--- src/charge_port_session_controller_macros.svh ---
// ---------------------------------------------------------------------------
// Assertion macros for the charge port session controller
// Each macro expects signals named clk and rst_n in the enclosing module.
// ---------------------------------------------------------------------------
`ifndef CHARGE_PORT_SESSION_CONTROLLER_MACROS_SVH
`define CHARGE_PORT_SESSION_CONTROLLER_MACROS_SVH

// Same-cycle implication, checked outside reset
`define CPSC_ASSERT_SAME(lbl, ante, cons) \
  lbl: assert property (@(posedge clk) disable iff (!rst_n) (ante) |-> (cons)) \
    else $error("cpsc same-cycle check failed");

// Next-cycle implication, checked outside reset
`define CPSC_ASSERT_NEXT(lbl, ante, cons) \
  lbl: assert property (@(posedge clk) disable iff (!rst_n) (ante) |=> (cons)) \
    else $error("cpsc next-cycle check failed");

`endif

--- src/cpsc_pkg.sv ---
// ---------------------------------------------------------------------------
// cpsc_pkg
// Shared types, codes and reset values of the charge port session controller.
// ---------------------------------------------------------------------------
`default_nettype none

package cpsc_pkg;

  // Operation codes of one input transaction
  typedef enum logic [1:0] {
    OP_TICK  = 2'd0,
    OP_PULSE = 2'd1,
    OP_START = 2'd2,
    OP_STOP  = 2'd3
  } op_t;

  // Result event codes
  typedef enum logic [1:0] {
    EV_NONE    = 2'd0,
    EV_STARTED = 2'd1,
    EV_REPORT  = 2'd2,
    EV_STOPPED = 2'd3
  } evt_t;

  // Stop reason / mark codes
  typedef enum logic [2:0] {
    RSN_NONE      = 3'd0,
    RSN_COMMANDED = 3'd1,
    RSN_CONSUMED  = 3'd2,
    RSN_TIMEOUT   = 3'd3,
    RSN_OVERLOAD  = 3'd4,
    RSN_FULL      = 3'd5
  } reason_t;

  // Configuration register indexes
  localparam int unsigned CFG_IDX_W  = 3;
  localparam int unsigned CFG_DATA_W = 24;

  typedef enum logic [CFG_IDX_W-1:0] {
    CFG_OVERLOAD_GAP   = 3'd0,
    CFG_OVERLOAD_LIMIT = 3'd1,
    CFG_FULL_GAP       = 3'd2,
    CFG_FULL_LIMIT     = 3'd3,
    CFG_PULSES_PER_COIN = 3'd4,
    CFG_MS_PER_COIN    = 3'd5,
    CFG_REPORT_EVERY   = 3'd6
  } cfg_idx_t;

  // Reset values of the configuration registers
  localparam logic [23:0] RST_OVERLOAD_GAP    = 24'd100;
  localparam logic [7:0]  RST_OVERLOAD_LIMIT  = 8'd10;
  localparam logic [23:0] RST_FULL_GAP        = 24'd60000;
  localparam logic [7:0]  RST_FULL_LIMIT      = 8'd3;
  localparam logic [15:0] RST_PULSES_PER_COIN = 16'd100;
  localparam logic [23:0] RST_MS_PER_COIN     = 24'd3600000;
  localparam logic [7:0]  RST_REPORT_EVERY    = 8'd10;

  // Saturation value of the 8-bit run counters
  localparam logic [7:0] RUN_MAX = 8'hFF;

  // Configuration register file contents
  typedef struct packed {
    logic [23:0] overload_gap_ms;
    logic [7:0]  overload_run_limit;
    logic [23:0] full_gap_ms;
    logic [7:0]  full_run_limit;
    logic [15:0] pulses_per_coin;
    logic [23:0] ms_per_coin;
    logic [7:0]  report_every;
  } cfg_t;

  // One input transaction
  typedef struct packed {
    op_t        op;
    logic       online;
    logic [7:0] coin_qty;
  } item_t;

  // One result transaction
  typedef struct packed {
    evt_t        event_res;
    logic        relay_on;
    logic        session_online;
    logic [31:0] consumed_pulses;
    reason_t     stop_reason;
    logic        final_report;
  } res_t;

endpackage

`default_nettype wire

--- src/cpsc_cfg_regs.sv ---
// ---------------------------------------------------------------------------
// cpsc_cfg_regs
// Write-only configuration register file; writes beyond the list are dropped.
// ---------------------------------------------------------------------------
`default_nettype none

module cpsc_cfg_regs (
  input  wire logic                            clk,
  input  wire logic                            rst_n,
  input  wire logic                            cfg_we,
  input  wire logic [cpsc_pkg::CFG_IDX_W-1:0]  cfg_index,
  input  wire logic [cpsc_pkg::CFG_DATA_W-1:0] cfg_wdata,
  output cpsc_pkg::cfg_t                       cfg
);
  import cpsc_pkg::*;

  cfg_t cfg_r;
  cfg_t cfg_nxt;

  // Decode the write
  always_comb begin
    cfg_nxt = cfg_r;
    if (cfg_we) begin
      case (cfg_idx_t'(cfg_index))
        CFG_OVERLOAD_GAP:    cfg_nxt.overload_gap_ms    = cfg_wdata;
        CFG_OVERLOAD_LIMIT:  cfg_nxt.overload_run_limit = cfg_wdata[7:0];
        CFG_FULL_GAP:        cfg_nxt.full_gap_ms        = cfg_wdata;
        CFG_FULL_LIMIT:      cfg_nxt.full_run_limit     = cfg_wdata[7:0];
        CFG_PULSES_PER_COIN: cfg_nxt.pulses_per_coin    = cfg_wdata[15:0];
        CFG_MS_PER_COIN:     cfg_nxt.ms_per_coin        = cfg_wdata;
        CFG_REPORT_EVERY:    cfg_nxt.report_every       = cfg_wdata[7:0];
        default:             cfg_nxt = cfg_r;
      endcase
    end
  end

  // Hold the registers, reset to their documented defaults
  always_ff @(posedge clk) begin
    if (!rst_n) begin
      cfg_r.overload_gap_ms    <= RST_OVERLOAD_GAP;
      cfg_r.overload_run_limit <= RST_OVERLOAD_LIMIT;
      cfg_r.full_gap_ms        <= RST_FULL_GAP;
      cfg_r.full_run_limit     <= RST_FULL_LIMIT;
      cfg_r.pulses_per_coin    <= RST_PULSES_PER_COIN;
      cfg_r.ms_per_coin        <= RST_MS_PER_COIN;
      cfg_r.report_every       <= RST_REPORT_EVERY;
    end else begin
      cfg_r <= cfg_nxt;
    end
  end

  assign cfg = cfg_r;

endmodule

`default_nettype wire

--- src/cpsc_in_stage.sv ---
// ---------------------------------------------------------------------------
// cpsc_in_stage
// Input register: captures one transaction and holds it until the core takes it.
// ---------------------------------------------------------------------------
`default_nettype none

module cpsc_in_stage (
  input  wire logic       clk,
  input  wire logic       rst_n,
  input  wire logic       in_valid,
  output logic            in_stall,
  input  wire logic [1:0] in_operation,
  input  wire logic       in_online,
  input  wire logic [7:0] in_coin_qty,
  input  wire logic       out_ready,
  output logic            item_valid,
  output cpsc_pkg::item_t item
);
  import cpsc_pkg::*;

  logic  valid_r;
  logic  valid_nxt;
  item_t item_r;
  logic  accept;

  // Stall only when a held transaction cannot move on this cycle
  assign in_stall = valid_r && !out_ready;
  assign accept   = in_valid && !in_stall;

  always_comb begin
    if (accept) begin
      valid_nxt = 1'b1;
    end else if (out_ready) begin
      valid_nxt = 1'b0;
    end else begin
      valid_nxt = valid_r;
    end
  end

  // Control state
  always_ff @(posedge clk) begin
    if (!rst_n) begin
      valid_r <= 1'b0;
    end else begin
      valid_r <= valid_nxt;
    end
  end

  // Payload
  always_ff @(posedge clk) begin
    if (accept) begin
      item_r.op       <= op_t'(in_operation);
      item_r.online   <= in_online;
      item_r.coin_qty <= in_coin_qty;
    end
  end

  assign item_valid = valid_r;
  assign item       = item_r;

endmodule

`default_nettype wire

--- src/cpsc_core.sv ---
// ---------------------------------------------------------------------------
// cpsc_core
// Session state and the single-pass update for one transaction.
// ---------------------------------------------------------------------------
`default_nettype none

`include "charge_port_session_controller_macros.svh"

module cpsc_core (
  input  wire logic            clk,
  input  wire logic            rst_n,
  input  wire cpsc_pkg::cfg_t  cfg,
  input  wire logic            item_valid,
  input  wire cpsc_pkg::item_t item,
  input  wire logic            out_ready,
  output cpsc_pkg::res_t       res_nxt
);
  import cpsc_pkg::*;

  logic [31:0] now_ms_r,        now_ms_nxt;
  logic [31:0] last_pulse_ms_r, last_pulse_ms_nxt;
  logic [7:0]  short_gap_run_r, short_gap_run_nxt;
  logic [7:0]  long_gap_run_r,  long_gap_run_nxt;
  logic        active_r,        active_nxt;
  logic        is_online_r,     is_online_nxt;
  logic [7:0]  coins_paid_r,    coins_paid_nxt;
  logic [31:0] pulse_total_r,   pulse_total_nxt;
  reason_t     reason_code_r,   reason_code_nxt;
  logic [31:0] time_left_ms_r,  time_left_ms_nxt;
  logic [7:0]  report_run_r,    report_run_nxt;

  logic        adv;
  logic [31:0] gap;
  logic [7:0]  short_inc;
  logic [7:0]  long_inc;
  logic [7:0]  report_inc;
  logic [31:0] pulse_inc;
  logic [23:0] pulse_budget;
  logic [31:0] time_budget;
  evt_t        ev;
  logic        fin;
  logic        idle_pulse;
  logic        stop_adv;

  assign adv = item_valid && out_ready;

  // Shared arithmetic
  assign gap          = now_ms_r - last_pulse_ms_r;
  assign short_inc    = (short_gap_run_r == RUN_MAX) ? RUN_MAX : short_gap_run_r + 8'd1;
  assign long_inc     = (long_gap_run_r == RUN_MAX) ? RUN_MAX : long_gap_run_r + 8'd1;
  assign report_inc   = (report_run_r == RUN_MAX) ? RUN_MAX : report_run_r + 8'd1;
  assign pulse_inc    = pulse_total_r + 32'd1;
  assign pulse_budget = {16'd0, coins_paid_r} * {8'd0, cfg.pulses_per_coin};
  assign time_budget  = {24'd0, item.coin_qty} * {8'd0, cfg.ms_per_coin};

  // Next state for one transaction
  always_comb begin
    now_ms_nxt        = now_ms_r;
    last_pulse_ms_nxt = last_pulse_ms_r;
    short_gap_run_nxt = short_gap_run_r;
    long_gap_run_nxt  = long_gap_run_r;
    active_nxt        = active_r;
    is_online_nxt     = is_online_r;
    coins_paid_nxt    = coins_paid_r;
    pulse_total_nxt   = pulse_total_r;
    reason_code_nxt   = reason_code_r;
    time_left_ms_nxt  = time_left_ms_r;
    report_run_nxt    = report_run_r;
    ev                = EV_NONE;
    fin               = 1'b0;
    case (item.op)
      OP_TICK: begin
        now_ms_nxt = now_ms_r + 32'd1;
        // Count down an offline session, stop on expiry
        if (active_r && !is_online_r) begin
          if (time_left_ms_r <= 32'd1) begin
            time_left_ms_nxt = '0;
            reason_code_nxt  = RSN_TIMEOUT;
            active_nxt       = 1'b0;
            ev               = EV_STOPPED;
            fin              = is_online_r;
          end else begin
            time_left_ms_nxt = time_left_ms_r - 32'd1;
          end
        end
      end
      OP_PULSE: begin
        // Classify the gap and advance the run counters
        if (gap < {8'd0, cfg.overload_gap_ms}) begin
          if (short_inc > cfg.overload_run_limit) begin
            short_gap_run_nxt = '0;
            if (active_r) reason_code_nxt = RSN_OVERLOAD;
          end else begin
            short_gap_run_nxt = short_inc;
          end
        end else if (gap > {8'd0, cfg.full_gap_ms}) begin
          if (long_inc > cfg.full_run_limit) begin
            long_gap_run_nxt = '0;
            if (active_r) reason_code_nxt = RSN_FULL;
          end else begin
            long_gap_run_nxt = long_inc;
          end
        end else begin
          short_gap_run_nxt = '0;
          long_gap_run_nxt  = '0;
        end
        last_pulse_ms_nxt = now_ms_r;
        // Count the pulse within a session
        if (active_r) begin
          pulse_total_nxt = pulse_inc;
          if (!is_online_r) begin
            if (pulse_inc >= {8'd0, pulse_budget}) begin
              reason_code_nxt = RSN_CONSUMED;
              active_nxt      = 1'b0;
              ev              = EV_STOPPED;
              fin             = is_online_r;
            end
          end else if (report_inc >= cfg.report_every) begin
            report_run_nxt = '0;
            ev             = EV_REPORT;
          end else begin
            report_run_nxt = report_inc;
          end
        end
      end
      OP_START: begin
        active_nxt       = 1'b1;
        is_online_nxt    = item.online;
        coins_paid_nxt   = item.coin_qty;
        pulse_total_nxt  = '0;
        reason_code_nxt  = RSN_NONE;
        time_left_ms_nxt = item.online ? 32'd0 : time_budget;
        ev               = EV_STARTED;
      end
      OP_STOP: begin
        if (active_r) begin
          reason_code_nxt = RSN_COMMANDED;
          active_nxt      = 1'b0;
          ev              = EV_STOPPED;
          fin             = is_online_r;
        end
      end
      default: begin
        ev = EV_NONE;
      end
    endcase
  end

  // Build the result from the updated state
  always_comb begin
    res_nxt.event_res       = ev;
    res_nxt.relay_on        = active_nxt;
    res_nxt.session_online  = is_online_nxt;
    res_nxt.consumed_pulses = pulse_total_nxt;
    res_nxt.stop_reason     = reason_code_nxt;
    res_nxt.final_report    = fin;
  end

  // Commit the state when the transaction moves to the output register
  always_ff @(posedge clk) begin
    if (!rst_n) begin
      now_ms_r        <= '0;
      last_pulse_ms_r <= '0;
      short_gap_run_r <= '0;
      long_gap_run_r  <= '0;
      active_r        <= 1'b0;
      is_online_r     <= 1'b0;
      coins_paid_r    <= '0;
      pulse_total_r   <= '0;
      reason_code_r   <= RSN_NONE;
      time_left_ms_r  <= '0;
      report_run_r    <= '0;
    end else if (adv) begin
      now_ms_r        <= now_ms_nxt;
      last_pulse_ms_r <= last_pulse_ms_nxt;
      short_gap_run_r <= short_gap_run_nxt;
      long_gap_run_r  <= long_gap_run_nxt;
      active_r        <= active_nxt;
      is_online_r     <= is_online_nxt;
      coins_paid_r    <= coins_paid_nxt;
      pulse_total_r   <= pulse_total_nxt;
      reason_code_r   <= reason_code_nxt;
      time_left_ms_r  <= time_left_ms_nxt;
      report_run_r    <= report_run_nxt;
    end
  end

  // Qualifiers for the checks below
  assign idle_pulse = adv && item.op == OP_PULSE && !active_r;
  assign stop_adv   = adv && ev == EV_STOPPED;

  // A start always leaves a running session
  `CPSC_ASSERT_NEXT(a_start_activates, adv && item.op == OP_START, active_r)
  // A pulse outside a session leaves the pulse count alone
  `CPSC_ASSERT_NEXT(a_idle_pulse_uncounted, idle_pulse, pulse_total_r == $past(pulse_total_r))
  // A stop drops the relay and reports only for online sessions
  `CPSC_ASSERT_SAME(a_stop_result, stop_adv, !active_nxt && fin == is_online_r)
  // Periodic reports come only from a running online session
  `CPSC_ASSERT_SAME(a_report_online, adv && ev == EV_REPORT, active_r && is_online_r)

endmodule

`default_nettype wire

--- src/cpsc_out_stage.sv ---
// ---------------------------------------------------------------------------
// cpsc_out_stage
// Result register: holds one result transaction until the consumer takes it.
// ---------------------------------------------------------------------------
`default_nettype none

module cpsc_out_stage (
  input  wire logic           clk,
  input  wire logic           rst_n,
  input  wire logic           item_valid,
  input  wire cpsc_pkg::res_t res_nxt,
  output logic                out_ready,
  output logic                out_valid,
  input  wire logic           out_stall,
  output logic [1:0]          out_event_res,
  output logic                out_relay_on,
  output logic                out_session_online,
  output logic [31:0]         out_consumed_pulses,
  output logic [2:0]          out_stop_reason,
  output logic                out_final_report
);
  import cpsc_pkg::*;

  logic valid_r;
  logic valid_nxt;
  res_t res_r;
  logic load;

  // Free when empty or being emptied this cycle
  assign out_ready = !valid_r || !out_stall;
  assign load      = item_valid && out_ready;

  always_comb begin
    if (load) begin
      valid_nxt = 1'b1;
    end else if (!out_stall) begin
      valid_nxt = 1'b0;
    end else begin
      valid_nxt = valid_r;
    end
  end

  // Control state
  always_ff @(posedge clk) begin
    if (!rst_n) begin
      valid_r <= 1'b0;
    end else begin
      valid_r <= valid_nxt;
    end
  end

  // Payload
  always_ff @(posedge clk) begin
    if (load) begin
      res_r <= res_nxt;
    end
  end

  assign out_valid           = valid_r;
  assign out_event_res       = res_r.event_res;
  assign out_relay_on        = res_r.relay_on;
  assign out_session_online  = res_r.session_online;
  assign out_consumed_pulses = res_r.consumed_pulses;
  assign out_stop_reason     = res_r.stop_reason;
  assign out_final_report    = res_r.final_report;

endmodule

`default_nettype wire

--- src/charge_port_session_controller.sv ---
// ---------------------------------------------------------------------------
// charge_port_session_controller
// Relay and session control for one charging port: ticks, meter pulses,
// start and stop commands in; one status result out per transaction.
// ---------------------------------------------------------------------------
//
//   Channel  Direction  Handshake            Payload
//   in       sink       in_valid / in_stall  in_operation, in_online, in_coin_qty
//   out      source     out_valid/out_stall  out_event_res .. out_final_report
//   cfg      sink       cfg_we               cfg_index, cfg_wdata
//
// One transaction per cycle sustained while out is not stalled. out_valid rises
// once a transaction has passed the input register and then one update pass
// into the result register. The rate is set by the single update pass of the
// session state.
// rst_n is synchronous; it clears session state and loads register defaults.
// A stall on out holds the result and back-pressures in after one held item.
// ---------------------------------------------------------------------------
`default_nettype none

module charge_port_session_controller (
  input  wire logic                            clk,
  input  wire logic                            rst_n,
  input  wire logic                            in_valid,
  output logic                                 in_stall,
  input  wire logic [1:0]                      in_operation,
  input  wire logic                            in_online,
  input  wire logic [7:0]                      in_coin_qty,
  output logic                                 out_valid,
  input  wire logic                            out_stall,
  output logic [1:0]                           out_event_res,
  output logic                                 out_relay_on,
  output logic                                 out_session_online,
  output logic [31:0]                          out_consumed_pulses,
  output logic [2:0]                           out_stop_reason,
  output logic                                 out_final_report,
  input  wire logic                            cfg_we,
  input  wire logic [cpsc_pkg::CFG_IDX_W-1:0]  cfg_index,
  input  wire logic [cpsc_pkg::CFG_DATA_W-1:0] cfg_wdata
);
  import cpsc_pkg::*;

  cfg_t  cfg;
  item_t item;
  logic  item_valid;
  logic  out_ready;
  res_t  res_nxt;

  // Configuration registers
  cpsc_cfg_regs u_cfg (
    .clk       (clk),
    .rst_n     (rst_n),
    .cfg_we    (cfg_we),
    .cfg_index (cfg_index),
    .cfg_wdata (cfg_wdata),
    .cfg       (cfg)
  );

  // Input register
  cpsc_in_stage u_in (
    .clk          (clk),
    .rst_n        (rst_n),
    .in_valid     (in_valid),
    .in_stall     (in_stall),
    .in_operation (in_operation),
    .in_online    (in_online),
    .in_coin_qty  (in_coin_qty),
    .out_ready    (out_ready),
    .item_valid   (item_valid),
    .item         (item)
  );

  // Session state and update
  cpsc_core u_core (
    .clk        (clk),
    .rst_n      (rst_n),
    .cfg        (cfg),
    .item_valid (item_valid),
    .item       (item),
    .out_ready  (out_ready),
    .res_nxt    (res_nxt)
  );

  // Result register
  cpsc_out_stage u_out (
    .clk                 (clk),
    .rst_n               (rst_n),
    .item_valid          (item_valid),
    .res_nxt             (res_nxt),
    .out_ready           (out_ready),
    .out_valid           (out_valid),
    .out_stall           (out_stall),
    .out_event_res       (out_event_res),
    .out_relay_on        (out_relay_on),
    .out_session_online  (out_session_online),
    .out_consumed_pulses (out_consumed_pulses),
    .out_stop_reason     (out_stop_reason),
    .out_final_report    (out_final_report)
  );

endmodule

`default_nettype wire

--- config.mk ---
export PLATFORM = sky130hd
export DESIGN_NAME = charge_port_session_controller
export DESIGN_NICKNAME = d
export VERILOG_FILES = /design/src/cpsc_pkg.sv /design/src/cpsc_cfg_regs.sv /design/src/cpsc_in_stage.sv /design/src/cpsc_core.sv /design/src/cpsc_out_stage.sv /design/src/charge_port_session_controller.sv
export VERILOG_INCLUDE_DIRS = /design/src /design/src/src
export SDC_FILE = /design/constraint.sdc
export NUM_CORES = 2
export LEC_CHECK = 0
export BUFFER_PORTS_ARGS = -buffer_cell sky130_fd_sc_hd__buf_2
export CORE_MARGIN = 2
export CORE_UTILIZATION = 29
export CTS_BUF_LIST = sky130_fd_sc_hd__clkbuf_2 sky130_fd_sc_hd__clkbuf_4 sky130_fd_sc_hd__clkbuf_8
export CTS_CLUSTER_SIZE = 30
export DETAILED_ROUTE_END_ITERATION = 10
export PLACE_DENSITY_LB_ADDON = 0.12
export SYNTH_ARGS = -nofsm -noshare
export SYNTH_HDL_FRONTEND = slang
export SYNTH_SLANG_ARGS = --single-unit
--- constraint.sdc ---
create_clock -name clk -period 8 [get_ports clk]
set_input_delay 0.4 -clock clk [delete_from_list [all_inputs] [get_ports clk]]
set_output_delay 0.4 -clock clk [all_outputs]
set_load 0.01 [all_outputs]
==> results by group <==
Synth
  • Post-synthesis async set-or-reset flop share: 0
  • Mean Syn Cell Area: 8.24 µm²
  • Post-synth EDFFs: 51
  • Post-Syn Instances: 3,512
  • Synthesized area: 0.0289 mm²
  • Prevailing post-synth register cell: dfxtp_1
  • Synth Warn #: 0
  • Post-synth net total: 4,005
  • FF+latch count, synth: 330
  • Cell variety after synth: 97
  • Seq/Total Area, Yosys: 0.246

STA
  • Tmin final: 7460 ps
  • RSZ-0062 raised after global routing: no
  • Final hold vios: 0
  • Slew HR: 0.242
  • Setup ws final: 542 ps
  • Final worst-path cycle share: 0.932
  • TNS Setup: 0 ps
  • Final Skew: 38.7 ps
  • Final setup vio count: 0
  • Fin Hold WS: 65.5 ps
  • Worst Tran Pin Value: 1140 ps
  • Fmax: 0.134 GHz
  • Slew Viols, Final: 0

Clock network
  • Htree depth: 3
  • Root buffer cell: clkbuf_8
  • Post-CTS Setup Bufs: 0
  • Num CTS Buffers: 69
  • CTS tree: built
  • Worst-path clk slew: 70 ps
  • Clock Latency Late Sink: 710 ps
  • Max clock buf depth: 3
  • CTS Sinks: 330

Worst setup path
  • WP buf/inv: 2
  • Setup crit end kind: flip-flop
  • Slowest cell on the critical path: or4_1
  • Crit Path Class: flip-flop to flip-flop
  • Critical Path Source Type: flip-flop
  • WP data arrival: 8050 ps
  • Largest stage delay, worst path: 580 ps
  • Critical Path RT: 8590 ps
  • Crit Path Max Fanout: 9
  • CP most frequent cell: fa_1
  • Crit path max-delay family: adder cells

GRT
  • GRT overflow: 0
  • Wire length of the first global-routing pass: 136 mm
  • GRT Overall Usage: 0.167
  • Initial antenna violation count: 5
  • Largest net degree at the start of global routing: 180
  • Number of global-route vias before repair: 23.9k

Power and ir drop
  • Leak Pwr: 14.3 nW
  • Power per cell area: 179 mW/mm²
  • Worst vdd ir: 0.0992 mV
  • Total power: 5.79 mW

Drt
  • # DRC: 0
  • Final WL: 83.9 mm
  • Pre-antenna DRT Iters: 6
  • DR vias: 23.3k
  • Routed Antenna Nets: 0
  • WL per Instance: 17.2 µm
  • DRT iter0 DRCs: 1,159
  • DR vias/cell: 4.77

Floorplan
  • Starting density of the core: 0.293
  • Die width: 320 µm
  • Core Rows: 115
  • Die Y: 320 µm
  • Core area: 0.0986 mm²
  • Die area: 0.102 mm²
  • IO Count: 85

Place
  • Hpwl dp: 62.5 mm
  • Post-Place Setup Slack: 220 ps
  • PortBufs: 84
  • RD Place Congestion: 0.814
  • Placed cell area: 0.0306 mm²

Cells and area
  • Layout cells sized above 1: 0.0816
  • Post-layout nets: 4,043
  • Area growth syn-to-layout: 11.8%
  • Fin area: 0.0323 mm²
  • Fillers: 10.5k

Run status
  • Outcome: finished, final reports clean

Run
  • Max cap viols: 0

Worst hold path
  • Hold Path Class: primary input to flip-flop
==> registers in the layout (all words and copies together) (netlist names), 2 cells and up <==
name,flops
u_cfg.cfg,112
u_core.last_pulse_ms_r,32
u_core.now_ms_r,32
u_core.pulse_total_r,32
u_core.time_left_ms_r,32
u_out.out_consumed_pulses,32
u_in.item,11
u_core.coins_paid_r,8
u_core.long_gap_run_r,8
u_core.report_run_r,8
u_core.short_gap_run_r,8
u_core.reason_code_r,3
u_out.out_stop_reason,3
u_out.out_event_res,2
==> kinds of logic (layout without fill, tap and decap cells) <==
group | Yosys count | in the layout | share of synthesized area
mux | 7 | 7 | 0.00247
fa+ha+maj | 450 | 450 | 0.251
xor+xnor | 141 | 141 | 0.0427
flops | 330 | 330 | 0.246
buf+inv | 540 | 630 | 0.0708
other cells | 0 | 2 | 0
compound gates | 698 | 698 | 0.163
simple gates | 1346 | 1346 | 0.224
==> routing by layer <==
metal	share of wire	track usage
met1	0.50	0.236
met2	0.45	0.268
met3	0.030	0.0217
met4	0.022	0.0468
met5	0.00031	0
==> tightest hold or removal path: cells and delay by family <==
| family | cells | cell delay (ps) |
|---|---|---|
| buf+inv | 1 | 170 |
| simple gates | 1 | 70 |
| compound gates | 1 | 60 |
==> final timing paths <==
check	from	end	slack, ps	cells after the start
hold reg to reg	u_cfg.cfg[84]	u_cfg.cfg[84]	460	2
setup reg to reg	u_cfg.cfg[38]	u_core.reason_code_r[1]	540	27
setup / recovery	u_cfg.cfg[38]	u_core.reason_code_r[1]	540	27
hold / removal	cfg_wdata[12]	u_cfg.cfg[68]	70	3
==> Yosys cell counts, types with 35 or more instances <==
| cell type | count | area, µm² |
|---|---|---|
| fa_1 | 217 | 4340 |
| a21oi_1 | 135 | 676 |
| xnor2_1 | 88 | 771 |
| nor2_1 | 131 | 492 |
| xor2_1 | 53 | 464 |
| a21boi_0 | 170 | 1280 |
| ha_1 | 233 | 2920 |
| and2_1 | 229 | 1430 |
| a21o_1 | 68 | 510 |
| nand3_1 | 98 | 490 |
| nor2b_1 | 35 | 219 |
| nor3_1 | 38 | 190 |
| edfxtp_1 | 51 | 1530 |
| o21ai_0 | 99 | 495 |
| nand2_1 | 649 | 2440 |
| inv_1 | 371 | 1390 |
| clkbuf_1 | 132 | 495 |
| dfxtp_1 | 279 | 5590 |
==> power by group <==
part | switching [mW] | internal [mW] | total [mW]
Sequential | 0.0477 | 1.73 | 1.78
Clock | 0.836 | 1.18 | 2.02
Combinational | 1.21 | 0.784 | 2.00
Total | 2.09 | 3.69 | 5.79
==> cell type report <==
| cell class | count | area [µm²] | share of cell area |
|---|---|---|---|
| antenna | 2 | 5.00 | 0.000155 |
| clock buffer | 103 | 1270 | 0.0392 |
| clock inverter | 20 | 249 | 0.00770 |
| inverter | 372 | 1400 | 0.0432 |
| multi-input combinational | 2642 | 19800 | 0.612 |
| sequential | 330 | 7130 | 0.220 |
| tap | 1287 | 1610 | 0.0498 |
| timing repair buffer | 135 | 875 | 0.0270 |
==> metrics by stage <==
stage / cells / utilization
6_report: 4891 / 0.328
5_1_grt: 4891 / 0.328
4_1_cts: 4889 / 0.328
3_5_place_dp: 4745 / 0.310
3_3_place_gp: 4745 / 0.310
2_1_floorplan: 3512 / -
==> placed cells by master (no fill, tap or decap), types with 99 or more instances in the layout <==
cell type  count
o21ai_0       99
dfxtp_1      271
inv_1        370
ha_1         233
a21boi_0     170
a21oi_1      134
nand2_1      649
and2_1       229
nor2_1       130
fa_1         217
==> timing repair <==
action                                  CTS  global route
hold buffers                             21             0
endpoints found under the setup margin    0            10
hold endpoints to repair                 30             0
resized for setup                         0            11
Note: power is estimated with default switching activity, not from simulation.
